**config.mk**
```make
export PLATFORM = sky130hd
export DESIGN_NAME = signed_int_to_decimal_ascii_core
export DESIGN_NICKNAME = d
export VERILOG_FILES = /design/src/rtl/core/sitoa_pkg.sv /design/src/rtl/core/signed_int_to_decimal_ascii_core.sv /design/src/rtl/core/sitoa_ctrl.sv /design/src/rtl/core/sitoa_dp.sv
export SDC_FILE = /design/constraint.sdc
export NUM_CORES = 1
export LEC_CHECK = 0
export BUFFER_PORTS_ARGS = -buffer_cell sky130_fd_sc_hd__buf_2
export CORE_UTILIZATION = 40
export DETAILED_ROUTE_END_ITERATION = 10
export PLACE_DENSITY = 0.55
export SYNTH_ARGS = -nofsm -noshare
export SYNTH_HDL_FRONTEND = slang
export SYNTH_SLANG_ARGS = --single-unit
```
**constraint.sdc**
```tcl
create_clock -name clk -period 2.6 [get_ports clk]
set_clock_uncertainty 0.05 [all_clocks]
set_input_delay 0.13 -clock clk [delete_from_list [all_inputs] [get_ports clk]]
set_output_delay 0.13 -clock clk [all_outputs]
set_load 0.01 [all_outputs]
```
**src/rtl/core/sitoa_pkg.sv**
```systemverilog
`default_nettype none

package sitoa_pkg;

    localparam int VALUE_W = 32;
    localparam int CHAR_W  = 6;
    localparam int DIGITS  = 10;
    localparam int BCD_W   = 4 * DIGITS;
    localparam int BITCNT_W = $clog2(VALUE_W);
    localparam int REM_W   = $clog2(DIGITS + 1);

    localparam logic [CHAR_W-1:0] ASCII_ZERO  = CHAR_W'(48);
    localparam logic [CHAR_W-1:0] ASCII_MINUS = CHAR_W'(45);

    typedef enum logic [2:0] {
        ST_IDLE,
        ST_CONVERT,
        ST_SKIP,
        ST_SIGN,
        ST_EMIT
    } state_t;

    typedef struct packed {
        logic load;
        logic shift;
        logic skip;
        logic emit_sign;
        logic emit_digit;
    } cmd_t;

    typedef struct packed {
        logic conv_done;
        logic top_zero;
        logic more_digits;
        logic negative;
        logic out_free;
    } status_t;

endpackage

`default_nettype wire

```
**src/rtl/core/signed_int_to_decimal_ascii_core.sv**
```systemverilog
`default_nettype none

// Renders a signed 32-bit integer as decimal ASCII, one character per output
// transfer: an optional '-' (45), then the digits '0'..'9' (48..57) with
// leading zeros dropped; zero gives a single '0'. last marks the final
// character of each number. The most negative value prints in full. An input
// transfer is accepted in the idle state, then the magnitude goes through
// bit-serial binary-to-BCD shifts, leading zeros are dropped to find the first
// digit, then one character per cycle follows when the output is not stalled.
// Dropped leading zeros and emitted digits always add up to the 10 BCD digits.
// The next input is taken only after the last character has been loaded into
// the single output register.
module signed_int_to_decimal_ascii_core (
    input  wire logic                               clk,
    input  wire logic                               rst_n,
    input  wire logic                               in_valid,
    output logic                                    in_stall,
    input  wire logic signed [sitoa_pkg::VALUE_W-1:0] value,
    output logic                                    out_valid,
    input  wire logic                               out_stall,
    output logic [sitoa_pkg::CHAR_W-1:0]            character,
    output logic                                    last
);
    import sitoa_pkg::*;

    cmd_t    cmd;
    status_t sts;

    sitoa_ctrl u_ctrl (
        .clk      (clk),
        .rst_n    (rst_n),
        .in_valid (in_valid),
        .in_stall (in_stall),
        .sts      (sts),
        .cmd      (cmd)
    );

    sitoa_dp u_dp (
        .clk       (clk),
        .rst_n     (rst_n),
        .value     (value),
        .cmd       (cmd),
        .sts       (sts),
        .out_valid (out_valid),
        .out_stall (out_stall),
        .character (character),
        .last      (last)
    );

endmodule

`default_nettype wire

```
**src/rtl/core/sitoa_ctrl.sv**
```systemverilog
`default_nettype none

module sitoa_ctrl (
    input  wire logic             clk,
    input  wire logic             rst_n,
    input  wire logic             in_valid,
    output logic                  in_stall,
    input  wire sitoa_pkg::status_t sts,
    output sitoa_pkg::cmd_t       cmd
);
    import sitoa_pkg::*;

    state_t state_reg;
    state_t state_next;

    always_ff @(posedge clk or negedge rst_n)
    begin
        if (!rst_n)
        begin
            state_reg <= ST_IDLE;
        end
        else
        begin
            state_reg <= state_next;
        end
    end

    always_comb
    begin
        state_next = state_reg;
        unique case (state_reg)
            ST_IDLE:
            begin
                if (in_valid)
                begin
                    state_next = ST_CONVERT;
                end
            end
            ST_CONVERT:
            begin
                if (sts.conv_done)
                begin
                    state_next = ST_SKIP;
                end
            end
            ST_SKIP:
            begin
                if (!(sts.top_zero && sts.more_digits))
                begin
                    state_next = sts.negative ? ST_SIGN : ST_EMIT;
                end
            end
            ST_SIGN:
            begin
                if (sts.out_free)
                begin
                    state_next = ST_EMIT;
                end
            end
            ST_EMIT:
            begin
                if (sts.out_free && !sts.more_digits)
                begin
                    state_next = ST_IDLE;
                end
            end
            default:
            begin
                state_next = ST_IDLE;
            end
        endcase
    end

    always_comb
    begin
        cmd      = '0;
        in_stall = 1'b1;
        unique case (state_reg)
            ST_IDLE:
            begin
                in_stall = 1'b0;
                cmd.load = in_valid;
            end
            ST_CONVERT:
            begin
                cmd.shift = 1'b1;
            end
            ST_SKIP:
            begin
                cmd.skip = sts.top_zero && sts.more_digits;
            end
            ST_SIGN:
            begin
                cmd.emit_sign = sts.out_free;
            end
            ST_EMIT:
            begin
                cmd.emit_digit = sts.out_free;
            end
            default:
            begin
                cmd = '0;
            end
        endcase
    end

endmodule

`default_nettype wire

```
**src/rtl/core/sitoa_dp.sv**
```systemverilog
`default_nettype none

module sitoa_dp (
    input  wire logic                               clk,
    input  wire logic                               rst_n,
    input  wire logic signed [sitoa_pkg::VALUE_W-1:0] value,
    input  wire sitoa_pkg::cmd_t                    cmd,
    output sitoa_pkg::status_t                      sts,
    output logic                                    out_valid,
    input  wire logic                               out_stall,
    output logic [sitoa_pkg::CHAR_W-1:0]            character,
    output logic                                    last
);
    import sitoa_pkg::*;

    logic [VALUE_W-1:0]  mag_reg;
    logic [VALUE_W-1:0]  mag_next;
    logic [BCD_W-1:0]    bcd_reg;
    logic [BCD_W-1:0]    bcd_next;
    logic [BCD_W-1:0]    bcd_adj;
    logic [BITCNT_W-1:0] bitcnt_reg;
    logic [REM_W-1:0]    rem_reg;
    logic                neg_reg;
    logic                out_valid_reg;
    logic [CHAR_W-1:0]   char_reg;
    logic                last_reg;
    logic [3:0]          top_digit;

    assign top_digit = bcd_reg[BCD_W-1 -: 4];

    // add-3 correction ahead of each shift
    always_comb
    begin
        for (int i = 0; i < DIGITS; i++)
        begin
            bcd_adj[4*i +: 4] = (bcd_reg[4*i +: 4] >= 4'd5) ?
                                bcd_reg[4*i +: 4] + 4'd3 : bcd_reg[4*i +: 4];
        end
    end

    always_comb
    begin
        mag_next = mag_reg;
        bcd_next = bcd_reg;
        if (cmd.load)
        begin
            mag_next = value[VALUE_W-1] ? (~value + 1'b1) : value;
            bcd_next = '0;
        end
        else if (cmd.shift)
        begin
            mag_next = {mag_reg[VALUE_W-2:0], 1'b0};
            bcd_next = {bcd_adj[BCD_W-2:0], mag_reg[VALUE_W-1]};
        end
        else if (cmd.skip || cmd.emit_digit)
        begin
            bcd_next = {bcd_reg[BCD_W-5:0], 4'd0};
        end
    end

    always_ff @(posedge clk or negedge rst_n)
    begin
        if (!rst_n)
        begin
            bitcnt_reg    <= '0;
            rem_reg       <= '0;
            out_valid_reg <= 1'b0;
        end
        else
        begin
            if (cmd.load)
            begin
                bitcnt_reg <= '0;
                rem_reg    <= REM_W'(DIGITS);
            end
            else
            begin
                if (cmd.shift)
                begin
                    bitcnt_reg <= bitcnt_reg + 1'b1;
                end
                if (cmd.skip || cmd.emit_digit)
                begin
                    rem_reg <= rem_reg - 1'b1;
                end
            end
            if (cmd.emit_sign || cmd.emit_digit)
            begin
                out_valid_reg <= 1'b1;
            end
            else if (!out_stall)
            begin
                out_valid_reg <= 1'b0;
            end
        end
    end

    always_ff @(posedge clk)
    begin
        mag_reg <= mag_next;
        bcd_reg <= bcd_next;
        if (cmd.load)
        begin
            neg_reg <= value[VALUE_W-1];
        end
        if (cmd.emit_sign)
        begin
            char_reg <= ASCII_MINUS;
            last_reg <= 1'b0;
        end
        else if (cmd.emit_digit)
        begin
            char_reg <= ASCII_ZERO + CHAR_W'(top_digit);
            last_reg <= (rem_reg == REM_W'(1));
        end
    end

    assign sts.conv_done   = (bitcnt_reg == BITCNT_W'(VALUE_W - 1));
    assign sts.top_zero    = (top_digit == 4'd0);
    assign sts.more_digits = (rem_reg > REM_W'(1));
    assign sts.negative    = neg_reg;
    assign sts.out_free    = !out_valid_reg || !out_stall;

    assign out_valid = out_valid_reg;
    assign character = char_reg;
    assign last      = last_reg;

endmodule

`default_nettype wire

```
# Word level (Yosys, flattened, before mapping)
# Index checks and enable logic that the tools add are counted.
# Widths: inputs -> output; s select.
# totals
reg_bits	93
# classes
n_addsub	14
order_cmp	11
n_eq_ne	12
n_mux	34
n_bitwise	1
reduce_logical	14
# op_table
cell	n
$mux 32	3
$mux 40	2
$mux 4	11
$ge 4x3->1 const B	10
$add 4x2->4 const B	9
$add 32x1->32 const B	1
$not 32->32	1
$mux 3	7
$pmux 3 s5	1
$mux 5	2
$mux 1	8
$add 5x5->6 const A	1
$eq 3x2->1 const B	2
$ne 2x1->1 const B	3
$ne 2x2->1 const B	3
$reduce_bool 2->1	3
$add 5x1->5 const B	1
$eq 5x5->1 const B	1
$reduce_and 5->1	1
$eq 4x1->1 const B	1
$gt 4x1->1 const B	1
$logic_not 4->1	1
$sub 4x1->4 const B	1
$add 3x2->3 const B	1
6 further kinds	11

# Logic depth before layout (Yosys ltp)
# Gate-level depths: netlist of run 1.
# logic_depth
ltp_word	6
depth_mapped	8
ltp_nobuf	7

# Cells and area by module
# From an unflattened synthesis of run 1, not the netlist that was laid out.
# hier_totals
cells_unflattened	617
hier_area_um2	5427.7
# by_module_without_submodules
mod	instances	cells_each	area_per_inst_um2	seq_area_each_um2
sitoa_dp	1	592	5222.5	2162.1
sitoa_ctrl	1	25	205.2	75.1

# Worst setup path before layout of run 1
# No wires, ideal clock.
# synth_timing
kind	register to register
start	register u_ctrl.state_reg[1]
end	register u_dp.mag_reg[0] (enable)
setup_ns	0.389
t_arrival_ns	2.085
slack_ns	0.076
stages_incl_launch_ff	7
n_path_buf	4
cell_sequence	dfrtp_1 > buf_2 > or3b_1 > clkbuf_1 > clkbuf_1 > clkbuf_1 > nand2_1
# synth_between
elab_chain_cells	3
# synth_lines
element	line	text
from (decl)	sitoa_ctrl.sv:13	state_t state_reg;
from (signal assigned)	sitoa_ctrl.sv:24	state_reg <= state_next;
$eq 3x1->1 or $logic_not 3->1 (tied branches)	sitoa_ctrl.sv:78	unique case (state_reg)
$mux 1	sitoa_ctrl.sv:78	
$reduce_bool 2->1 (no source line) (*)	--	
to (signal assigned)	sitoa_dp.sv:100	mag_reg <= mag_next;
to (decl)	sitoa_dp.sv:16	logic [VALUE_W-1:0] mag_reg;
# Every way passes the cells marked *; elsewhere a longest branch is shown, timed or not.
# A chain may end at the register's enable or synchronous reset.

# Worst setup path after layout of run 1
# layout_timing
start	register u_ctrl.state_reg[0]
end	register u_dp.bcd_reg[29]
# layout_between
elab_chain_cells	4
# layout_lines
element	line	text
$eq 3x2->1 or $eq 3x3->1 (tied branches)	sitoa_ctrl.sv:78	
$mux 1	sitoa_ctrl.sv:78	
$logic_or 1x1->1	sitoa_dp.sv:55	else if (cmd.skip || cmd.emit_digit)
$reduce_bool 2->1 (no source line)	--	
to (signal assigned)	sitoa_dp.sv:101	bcd_reg <= bcd_next;
to (decl)	sitoa_dp.sv:18	logic [BCD_W-1:0] bcd_reg;
# Parallel ways exist; a longest one is shown, timed or not.

==> out/qor.txt, run 1 <==
status -> finished clean
data required time of the worst path -> 2800 ps
drt drc -> 0
Hold Vio Cnt, Final -> 0
Synth top cells by count -> nand2_1 (111), o21ai_0 (77), dfxtp_1 (46), a21oi_1 (40), edfxtp_1 (33)
CTS tree -> done
Worst Max-Slew Pin Slew -> 604 ps
WS Path Type -> register to register
Core ar. -> 0.0135 mm^2
Core Rows -> 42
reg2reg start -> u_ctrl.state_reg[0]
placed inst area -> 0.00599 mm^2
final instance area -> 0.00629 mm^2
leading area contributor after synthesis -> edfxtp_1
synth top area cells -> edfxtp_1 (18%), dfxtp_1 (16%), nand2_1 (7.4%), o21ai_0 (6.9%), dfrtp_1 (5.8%)
initial detailed-routing violation count -> 311
total of warnings raised by yosys -> 0
Post-synth ARST share -> 14.1%
clk buf depth -> 2
maximum clock frequency -> 474 MHz
root buf cell -> clkbuf_16
Max stage delay cell, worst path -> dfrtp_1
# fillers -> 1,342
RSZ-0062 raised after global routing -> no
Crit. Startpoint -> u_ctrl.state_reg[0]
DRT Pass-1 Iters -> 5
Slew Viols, Final -> 0
Total Routing Usage GR -> 17.9%
post-route ant nets -> 0
hold wc startpoint -> out_stall
Avg WL per Cell -> 14.1 um
Top-Level Pins -> 45
max reg flops -> 40
GP Congestion -> 0.817
Worst slew margin -> 59.4%
via/cell ratio -> 5.49
Setup Buffers After CTS -> 0
initial antenna violation count -> 0
first-pass GRT wire length -> 21.0 mm
Synth Cell Area -> 0.00561 mm^2
register area share after synthesis -> 39.9%
Synth Instances -> 666
Worst-path clk slew -> 60 ps
max incr delay on CP -> 500 ps
Die W -> 120 um
Setup Viol. Count Final -> 0
Synth top area share -> 17.7%
Crit. End Element -> register
count of different cell masters after synthesis -> 53
Post-Syn Area per Cell -> 8.42 um^2
Worst Hold Class -> input port to register
Leak -> 2.53 nW
ys flop type -> dfxtp_1
gr ovfl total -> 0
final wirelength -> 12.3 mm
setup TNS -> 0 ps
clk sinks -> 92
Inserted Clock Buffers -> 9
vias in the first global route -> 4,501
synthesis-to-layout area growth -> 12.1%
Seq cells post-synth -> 92
power per cell area -> 1260 mW/mm^2
DP HPWL -> 8.26 mm
Die H -> 120 um
I/O Buffers -> 43
Crit Path Max Fanout -> 21
max_cap viols -> 0
layout cell share with drive strength beyond 1 -> 11.6%
Net Count, Synth -> 728
most frequent cell after synthesis -> nand2_1
largest net degree at the start of global routing -> 67
H-tree Lvls -> 3
starting density of the core -> 41.7%
Post-CTS Resized -> 0
Period minus WS final -> 2110 ps
VDD IR max -> 406 uV
Layout Nets -> 757
Final period util -> 81.1%
die area -> 0.0145 mm^2
Worst-Skew Late Latency -> 340 ps
Antenna diodes -> 0
Hold-fix buffers, CTS -> 1
CP startpoint kind -> register
number of synthesized flops with an enable pin -> 33
Arrival @ worst endpoint -> 2310 ps
via count -> 4,809
critical path, cell by cell -> or3b_1 > nand2b_1 > nand2_1 > buf_4 > nor3_1 > a211oi_1
## metrics by stage
stage               cells  power [mW]  worst slack [ps]  util (%)  hold WS, ps
floorplan             666        5.73              75.7         -         -216
global placement      859        6.55               553      44.5        -13.7
detailed placement    859        6.70               501      44.5        -13.1
CTS                   876        8.03               459      46.7         36.1
global route          876        8.73               286      46.7         45.8
finish                876        7.95               490      46.7         46.2
## area by class of cell
type | instances | area [um^2] | share of cell area [%]
clock buffers | 11 | 233 | 3.70
inverters | 28 | 105 | 1.67
flip-flops and latches | 92 | 2240 | 35.6
clock inverters | 5 | 52.6 | 0.836
well taps | 176 | 220 | 3.50
repair buffers | 55 | 333 | 5.29
multi-input cells | 509 | 3110 | 49.4
## cells by family after synthesis
logic type	after synthesis	share of synthesized area [%]
flip-flops	92	39.9
AND/OR/NAND/NOR	236	20.7
multiplexers	3	0.536
adder cells (fa/ha/maj)	26	5.80
other	1	0.0669
XOR/XNOR	42	6.56
buffers and inverters	65	4.82
AO/OA/AOI/OAI	201	21.6
## cells in the final DEF, fill, tap and decap left out, drive strengths merged, types with 4 or more instances in the layout
cell,count
nand2,111
o21ai,83
buf,54
dfxtp,46
a21oi,40
edfxtp,33
xor2,30
inv,27
ha,26
nor2,25
nor3,25
nand3,22
nand2b,21
a31oi,20
o211ai,18
dfrtp,13
xnor2,12
a211oi,11
clkbuf,11
a32oi,8
o31ai,8
o41ai,7
nor4,6
nor3b,5
nand4,4
## metal layers
| metal | routed length, um | track usage [%] | up-vias |
|---|---|---|---|
| li1 | - | - | 2465 |
| met1 | 5970 | 22.9 | 2234 |
| met2 | 5720 | 29.7 | 104 |
| met3 | 541 | 4.72 | 6 |
| met4 | 95 | 5.48 | 0 |
| met5 | 0 | 0 | - |
## worst paths after layout
kind,slack [ps],depth (start not counted),endpoint
setup / recovery,490,6,u_dp.bcd_reg[29]
hold / removal,50,3,u_dp.out_valid
setup reg to reg,490,6,u_dp.bcd_reg[29]
hold reg to reg,400,2,u_dp.last
max in group asynchronous,2100,2,u_dp.bitcnt_reg[1]
min in group asynchronous,160,2,u_ctrl.state_reg[2]
## power by group
group,total (mW),switching [mW],internal (mW)
logic,3.70,2.18,1.52
registers,2.96,0.589,2.37
clock network,1.29,0.546,0.740
total,7.95,3.31,4.63
## critical path: cells and delay by family (launching register included)
kind	cells	cell delay, ps
and+or+nand+nor	4	940
DFF	1	500
buffers and inverters	1	270
AOI/OAI and AO/OA	1	240
(Power assumes the default switching activity.)
==> inputs of run 2 (changes only) <==
- ABC_AREA: not set -> 1
- PLACE_DENSITY: 0.55 -> 0.53
- clock period: 2.6 -> 2.1 ns (I/O delays scaled with it)
==> run 2 against run 1 <==
  * Worst setup slack worse by 300 ps
  * Sequential power up 19%
  * Sequential share of layout area down 1.9 points
  * Largest cell class unchanged
  * Highest routed layer unchanged
==> out/qor.txt, run 2 <==
Die H -> 124 um (+2.6%)
synthesis-to-layout area growth -> 12.2% (about the same)
Leak -> 3.05 nW (+21%)
Synth Cell Area -> 0.00591 mm^2 (+5.4%)
count of different cell masters after synthesis -> 41 (-23%)
Final Non-Filler Cells -> 1,052 (+20%)
reg2reg start -> u_dp.rem_reg[0]
Layout Nets -> 925 (+22%)
Worst-Skew Late Latency -> 340 ps (about the same)
Worst slew margin -> 57.5% (-1.8 points)
Crit. Startpoint -> u_dp.rem_reg[0]
largest net degree at the start of global routing -> 44 (-34%)
RSZ-0062 raised after global routing -> no
placed inst area -> 0.00630 mm^2 (+5.1%)
register area share after synthesis -> 37.8% (-2.1 points)
maximum clock frequency -> 524 MHz (+11%)
vias in the first global route -> 4,802 (+6.7%)
Crit Path Max Fanout -> 28 (+33%)
most frequent cell after synthesis -> nand2_1
post-route ant nets -> 0 (unchanged)
first-pass GRT wire length -> 22.5 mm (+7.0%)
synth top area cells -> edfxtp_1 (17%), dfxtp_1 (16%), nand2_1 (12%), nand3_1 (6.4%), nor2_1 (6.2%)
most frequent cells in the layout -> nand2_1 (183), nor2_1 (97), inv_1 (85)
root buf cell -> clkbuf_16
max reg flops -> 40 (unchanged)
Synth Instances -> 826 (+24%)
Crit. End Element -> register
initial antenna violation count -> 0 (unchanged)
Synth top cells by count -> nand2_1 (183), nor2_1 (97), inv_1 (86), nand3_1 (75), o21ai_0 (72)
DRT Pass-1 Iters -> 4 (-1)
Arrival @ worst endpoint -> 2120 ps (-190 ps)
Seq cells post-synth -> 92 (unchanged)
Top-Level Pins -> 45 (unchanged)
Net Count, Synth -> 888 (+22%)
data required time of the worst path -> 2320 ps (-480 ps)
reg-to-reg critical path endpoint -> u_dp.bcd_reg[39]
Post-synth ARST share -> 14.1% (unchanged)
# fillers -> 1,475 (+9.9%)
Antenna diodes -> 0 (unchanged)
number of synthesized flops with an enable pin -> 33 (unchanged)
r2r setup slk -> 190 ps (-300 ps)
Synth top area share -> 16.8% (-0.91 points)
CP startpoint kind -> register
max_cap viols -> 0 (unchanged)
die area -> 0.0153 mm^2 (+5.4%)
power per cell area -> 1560 mW/mm^2 (+23%)
GP Congestion -> 0.864 (+5.7%)
Worst Hold Class -> input port to register
total of warnings raised by yosys -> 0 (unchanged)
Post-CTS Resized -> 0 (unchanged)
DP HPWL -> 9.93 mm (+20%)
Worst Setup EP -> u_dp.bcd_reg[39]
clk sinks -> 92 (unchanged)
DP Cell Count -> 1,035 (+20%)
Post-Syn Area per Cell -> 7.16 um^2 (-15%)
Die W -> 124 um (+2.6%)
R2R depth -> 9 (+3)
final wirelength -> 13.7 mm (+11%)
Total Routing Usage GR -> 18.8% (+0.82 points)
ys flop type -> dfxtp_1
clk buf depth -> 2 (unchanged)
Hold Vio Cnt, Final -> 0 (unchanged)
Slew Viols, Final -> 0 (unchanged)
setup TNS -> 0 ps (unchanged)
hold wc startpoint -> out_stall
Core ar. -> 0.0145 mm^2 (+7.6%)
Core Rows -> 44 (+4.8%)
I/O Buffers -> 43 (unchanged)
status -> finished clean
most common cell after layout, fill and taps aside -> nand2_1
Avg WL per Cell -> 13.0 um (-7.7%)
starting density of the core -> 40.8% (-0.84 points)
Setup Viol. Count Final -> 0 (unchanged)
Final period util -> 90.9% (+9.7 points)
VDD IR max -> 555 uV (+37%)
via/cell ratio -> 5.08 (-7.4%)
drt drc -> 0 (unchanged)
final instance area -> 0.00663 mm^2 (+5.5%)
initial detailed-routing violation count -> 264 (-15%)
via count -> 5,346 (+11%)
WS Path Type -> register to register
leading area contributor after synthesis -> edfxtp_1
gr ovfl total -> 0 (unchanged)
layout cell share with drive strength beyond 1 -> 11.5% (-0.051 points)
Period minus WS final -> 1910 ps (-202 ps)
Worst Max-Slew Pin Slew -> 630 ps (+26.0 ps)
Worst-path clk slew -> 60 ps (about the same)
CTS tree -> done
Inserted Clock Buffers -> 9 (unchanged)
H-tree Lvls -> 3 (unchanged)
==> run 2: cell count changes after synthesis, sizes merged, moves of 16 or more <==
| cell | previous run | this run |
|---|---|---|
| a31oi | 20 | 3 |
| nand2b | 21 | 0 |
| nand2 | 111 | 186 |
| nand3 | 22 | 76 |
| nor3 | 25 | 2 |
| o21ai | 83 | 109 |
| inv | 27 | 92 |
| o211ai | 18 | 2 |
| nor2 | 25 | 102 |
==> run 2: per-layer routing <==
layer / up-vias / share of wire (%) / GRT usage (%)
li1: 2808 / - / -
met1: 2449 / 48 / 23.9
met2: 77 / 48 / 32.5
met3: 12 / 2.7 / 2.68
met4: 0 / 1.3 / 6.10
met5: - / 0 / 0
==> run 2: cell type report <==
type                    instances  area [um^2]  share of cell area [%]
inverters                      92          354                    5.34
multi-input cells             611         3120                    47.1
repair buffers                 57          360                    5.43
well taps                     184          230                    3.47
flip-flops and latches         92         2240                    33.7
clock buffers                  10          239                    3.60
clock inverters                 6         87.6                    1.32
==> run 2: stage by stage <==
| step | worst slack (ps) | util (%) | power (mW) | hold slack [ps] |
|---|---|---|---|---|
| finish | 192 | 45.8 | 10.4 | 49.4 |
| global route | 5.61 | 45.8 | 11.4 | 54.2 |
| CTS | 171 | 45.8 | 10.5 | 42.1 |
| detailed placement | 183 | 43.5 | 8.67 | -32.6 |
| global placement | 209 | 43.5 | 8.53 | -38.3 |
| floorplan | 87.8 | - | 7.49 | -241 |
==> run 2: worst min path at each step <==
| stage | to | slack (ps) | depth (start not counted) |
|---|---|---|---|
| detailed placement | u_dp.out_valid | -30 | 1 |
| CTS | u_dp.out_valid | 40 | 3 |
| global placement | u_dp.out_valid | -40 | 1 |
| finish | u_dp.out_valid | 50 | 3 |
| floorplan | u_ctrl.state_reg[0] | -240 | 0 |
| global route | u_dp.mag_reg[0] | 50 | 3 |
==> run 2: repair_timing <==
item,CTS,global route
setup buffers,0,0
hold buffers,1,0
hold endpoints to repair,13,0
==> run 2: power by group <==
part / internal (mW) / switching (mW)
registers: 2.94 / 0.593
clock network: 1.08 / 0.681
logic: 1.85 / 3.21
==> run 2: cells by family (layout without fill, tap and decap cells) <==
kind of cell | after synthesis | count (layout) | share of synthesized area, %
compound gates | 177 | 177 | 16.2
xor+xnor | 22 | 22 | 3.26
fa+ha+maj | 26 | 26 | 5.50
buf+inv | 123 | 165 | 9.29
flops | 92 | 92 | 37.8
other cells | 1 | 1 | 0.0634
simple gates | 385 | 385 | 27.8
==> run 2: worst max-delay path, cell delays in order, from the launching register on <==
cell and delay (ps):
dfrtp_1 370, inv_1 80, ha_1 230, o21ai_0 200
nand3_2 130, nand2_4 180, nor2_8 50, inv_4 270
nand2_1 120, a21oi_1 150
